$ cat config.mk
export PLATFORM = sky130hd
export DESIGN_NAME = gdfw_ram
export DESIGN_NICKNAME = d
export VERILOG_FILES = /design/src/rtl/gdfw_ram.sv
export SDC_FILE = /design/constraint.sdc
export NUM_CORES = 1
export LEC_CHECK = 0
export BUFFER_PORTS_ARGS = -buffer_cell sky130_fd_sc_hd__clkbuf_2
export CORE_MARGIN = 10
export CORE_UTILIZATION = 30
export DETAILED_ROUTE_END_ITERATION = 8
export GPL_TIMING_DRIVEN = 0
export HOLD_SLACK_MARGIN = 0.12
export PLACE_DENSITY = 0.5
export SYNTH_ARGS = -nofsm -noshare
export SYNTH_HDL_FRONTEND = slang
export SYNTH_SLANG_ARGS = --single-unit
$ cat constraint.sdc
create_clock -name clk_i -period 3.45 [get_ports clk_i]
set_input_delay 0.69 -clock clk_i [delete_from_list [all_inputs] [get_ports clk_i]]
set_output_delay 0.69 -clock clk_i [all_outputs]
set_load 0.05 [all_outputs]
$ cat src/rtl/gdfw_ram.sv
// Simple dual-port synchronous RAM with one write port and a registered read port.
`default_nettype none

module gdfw_ram #(
  parameter int DataW = 8,
  parameter int Depth = 64,
  parameter int AddrW = $clog2(Depth)
) (
  input  wire logic             clk_i,
  input  wire logic             we_i,
  input  wire logic [AddrW-1:0] waddr_i,
  input  wire logic [DataW-1:0] wdata_i,
  input  wire logic             re_i,
  input  wire logic [AddrW-1:0] raddr_i,
  output logic      [DataW-1:0] rdata_o
);

  logic [DataW-1:0] mem [Depth];

  always_ff @(posedge clk_i) begin
    if (we_i) begin
      mem[waddr_i] <= wdata_i;
    end
  end

  always_ff @(posedge clk_i) begin
    if (re_i) begin
      rdata_o <= mem[raddr_i];
    end
  end

endmodule

`default_nettype wire

==> metrics <==
Final Cell Area=23,400 um2; CP arrival=3700 ps; register clock-pin slew on the reported worst setup and hold paths=60 ps; CTS tree=yes; Final ANT Viol Nets=0; Async SR Flop Fraction=0; vias in the first global route=10.1k; commonest non-fill, non-tap cell in the layout=edfxtp_1; DR vias/cell=5.06; DRT Pass-1 Iters=5; Fin Clk Skew=20.2 ps; Final Slew Violations=0; post-synthesis net count=963; Seq/Total Area, Yosys=0.771; reg2reg end=rdata_o[6]; n_diodes=0; synthesized area=20,200 um2; count of final setup violators=1; initial antenna violation count=4; final worst slack=-3.38 ps; fmax=0.290 GHz; number of synthesized flops with an enable pin=520; number of setup buffers added after CTS=0; Rows=95; die area=78,300 um2; commonest non-fill, non-tap cells in the layout=edfxtp_1 (520), mux4_2 (126), nor2_1 (83); run status=finished, violations left; Placer Congestion=0.841; worst r2r path cells=5; Setup crit end kind=register; Worst R2R Start=mem[20][6]; Max Cap Viol=0; area grow syn2layout=15.4%; crit start category=input pin; DRC Markers=0; R2R Setup Slk=1170 ps; RSZ-0062 raised after global routing=no; Tightest Hold Check Type=in -> reg; relative slew slack=0.215; Worst Setup SP=raddr_i[1]; Slowest cell on crit path=o41ai_1; failing checks=setup timing; maximum fanout along the worst path=10; Cell Chain, Critical Path=buf_4 -> buf_2 -> buf_4 -> buf_2 -> nand3b_1 -> o22ai_1 -> o41ai_1; Initial Util=0.302; # IOs=31; pwr/cell area=584 nW/um2; crit-path max cell delay=960 ps; dpl cell area=21,400 um2; H-tree Lvls=2; Root Buffer=clkbuf_16; total routed wirelength=52,700 um; pin count of the biggest net entering global routing=65; worst setup path endpoint=rdata_o[3]; CP Class=in -> reg; top_reg_cell synth=edfxtp_1; yosys warns=0; Port Buffer Count=22; GR Util All Layers=0.135; share of cells above drive strength 1=0.256; Core Box Area=67,000 um2; die height=280 um; Seq cells post-synth=520; Leakage=7.16 nW; via count=9,811; clk sinks=520; post-synthesis average cell area=21.5 um2; Cell variety after synth=39; total power=13.7 mW; Tmin final=3450 ps; first-pass GRT wire length=75,700 um; clk buf depth=3; nets=1,047; Detailed Place HPWL=33,400 um; grt total ovfl=0; DRT iter0 DRCs=902; TritonCTS buffer count=53; slew of the pin with the lowest slew margin=1170 ps; Tcrit/Tclk final=1.00; worst skew pair latency=610 ps; post-CTS sizing=0; drt wl/cell=27.2 um; Peak VDD IR=0.355 mV; required time worst endpoint=3700 ps; Hold-fix buffers, CTS=0; Hold Vio Cnt, Final=0; Setup TNS=-3.38 ps; worst hold slack=440 ps; Cells after Synth=940; Die W=280 um
==> worst min-delay path by stage <==
stage	endpoint	slack (ps)	cells past startpoint	startpoint
floorplan	mem[0][0]	790	0	wdata_i[0]
detailed placement	rdata_o[0]	1050	1	re_i
CTS	rdata_o[2]	420	1	re_i
global placement	rdata_o[0]	1050	1	re_i
global route	rdata_o[0]	450	1	re_i
finish	rdata_o[2]	440	1	re_i
==> routing by layer <==
layer,part of all wire,GRT usage,routed length (um)
met5,0.00070,0,37
met1,0.44,0.182,23100
met2,0.47,0.216,25000
met3,0.063,0.0297,3350
met4,0.025,0.0387,1300
==> synthesized netlist by cell type, types with 3 or more instances <==
master,count,share of area
mux4_2,126,0.14
clkbuf_1,17,0.0032
buf_2,11,0.0027
a22oi_1,3,0.0011
mux2_2,13,0.0072
o2111ai_1,3,0.0013
nand3b_1,3,0.0011
buf_4,13,0.0048
a221oi_1,6,0.0026
buf_1,4,0.00074
nand2b_1,7,0.0022
o221ai_1,8,0.0035
a21oi_1,3,0.00074
mux2i_1,23,0.011
nor2b_1,14,0.0043
nor3_1,7,0.0017
nand2_1,19,0.0035
nor2_1,83,0.015
a211oi_1,4,0.0015
nand3_1,13,0.0032
edfxtp_1,520,0.77
buf_6,4,0.0022
o2bb2ai_1,3,0.0013
o22ai_1,8,0.0025
==> cells by family after synthesis <==
family                 share of synthesized area
buffers and inverters                     0.0156
AO/OA/AOI/OAI                             0.0206
flip-flops                                 0.771
multiplexers                               0.159
AND/OR/NAND/NOR                           0.0337
==> power breakdown <==
part,internal [mW],switching [mW],total (mW)
Sequential,7.01,0.0104,7.02
Clock,3.51,2.37,5.88
Combinational,0.262,0.498,0.760
Total,10.8,2.88,13.7
==> state kept, by name, summed over array words and instances, names as in the netlist <==
signal and flops:
mem 512, rdata_o 8
==> stage by stage <==
stage,util,instances,setup WS (ps)
after floorplan,-,940,954
after global placement,0.320,1835,-406
after detailed placement,0.320,1835,-530
after CTS,0.346,1932,130
after global routing,0.349,1939,31.8
final,0.349,1939,-3.38
==> cell type report <==
class,count,area [um2]
Multi-Input combinational cell,369,4320
Sequential cell,520,15600
Buffer,50,313
Clock inverter,26,325
Fill cell,6291,43700
Clock buffer,71,1440
Tap cell,873,1090
Timing Repair Buffer,30,270
==> critical path, delay by kind of cell <==
kind / cells / cell delay (ps)
compound gates: 2 / 1170
buf+inv: 4 / 1490
simple gates: 1 / 340
(Power assumes the default switching activity.)
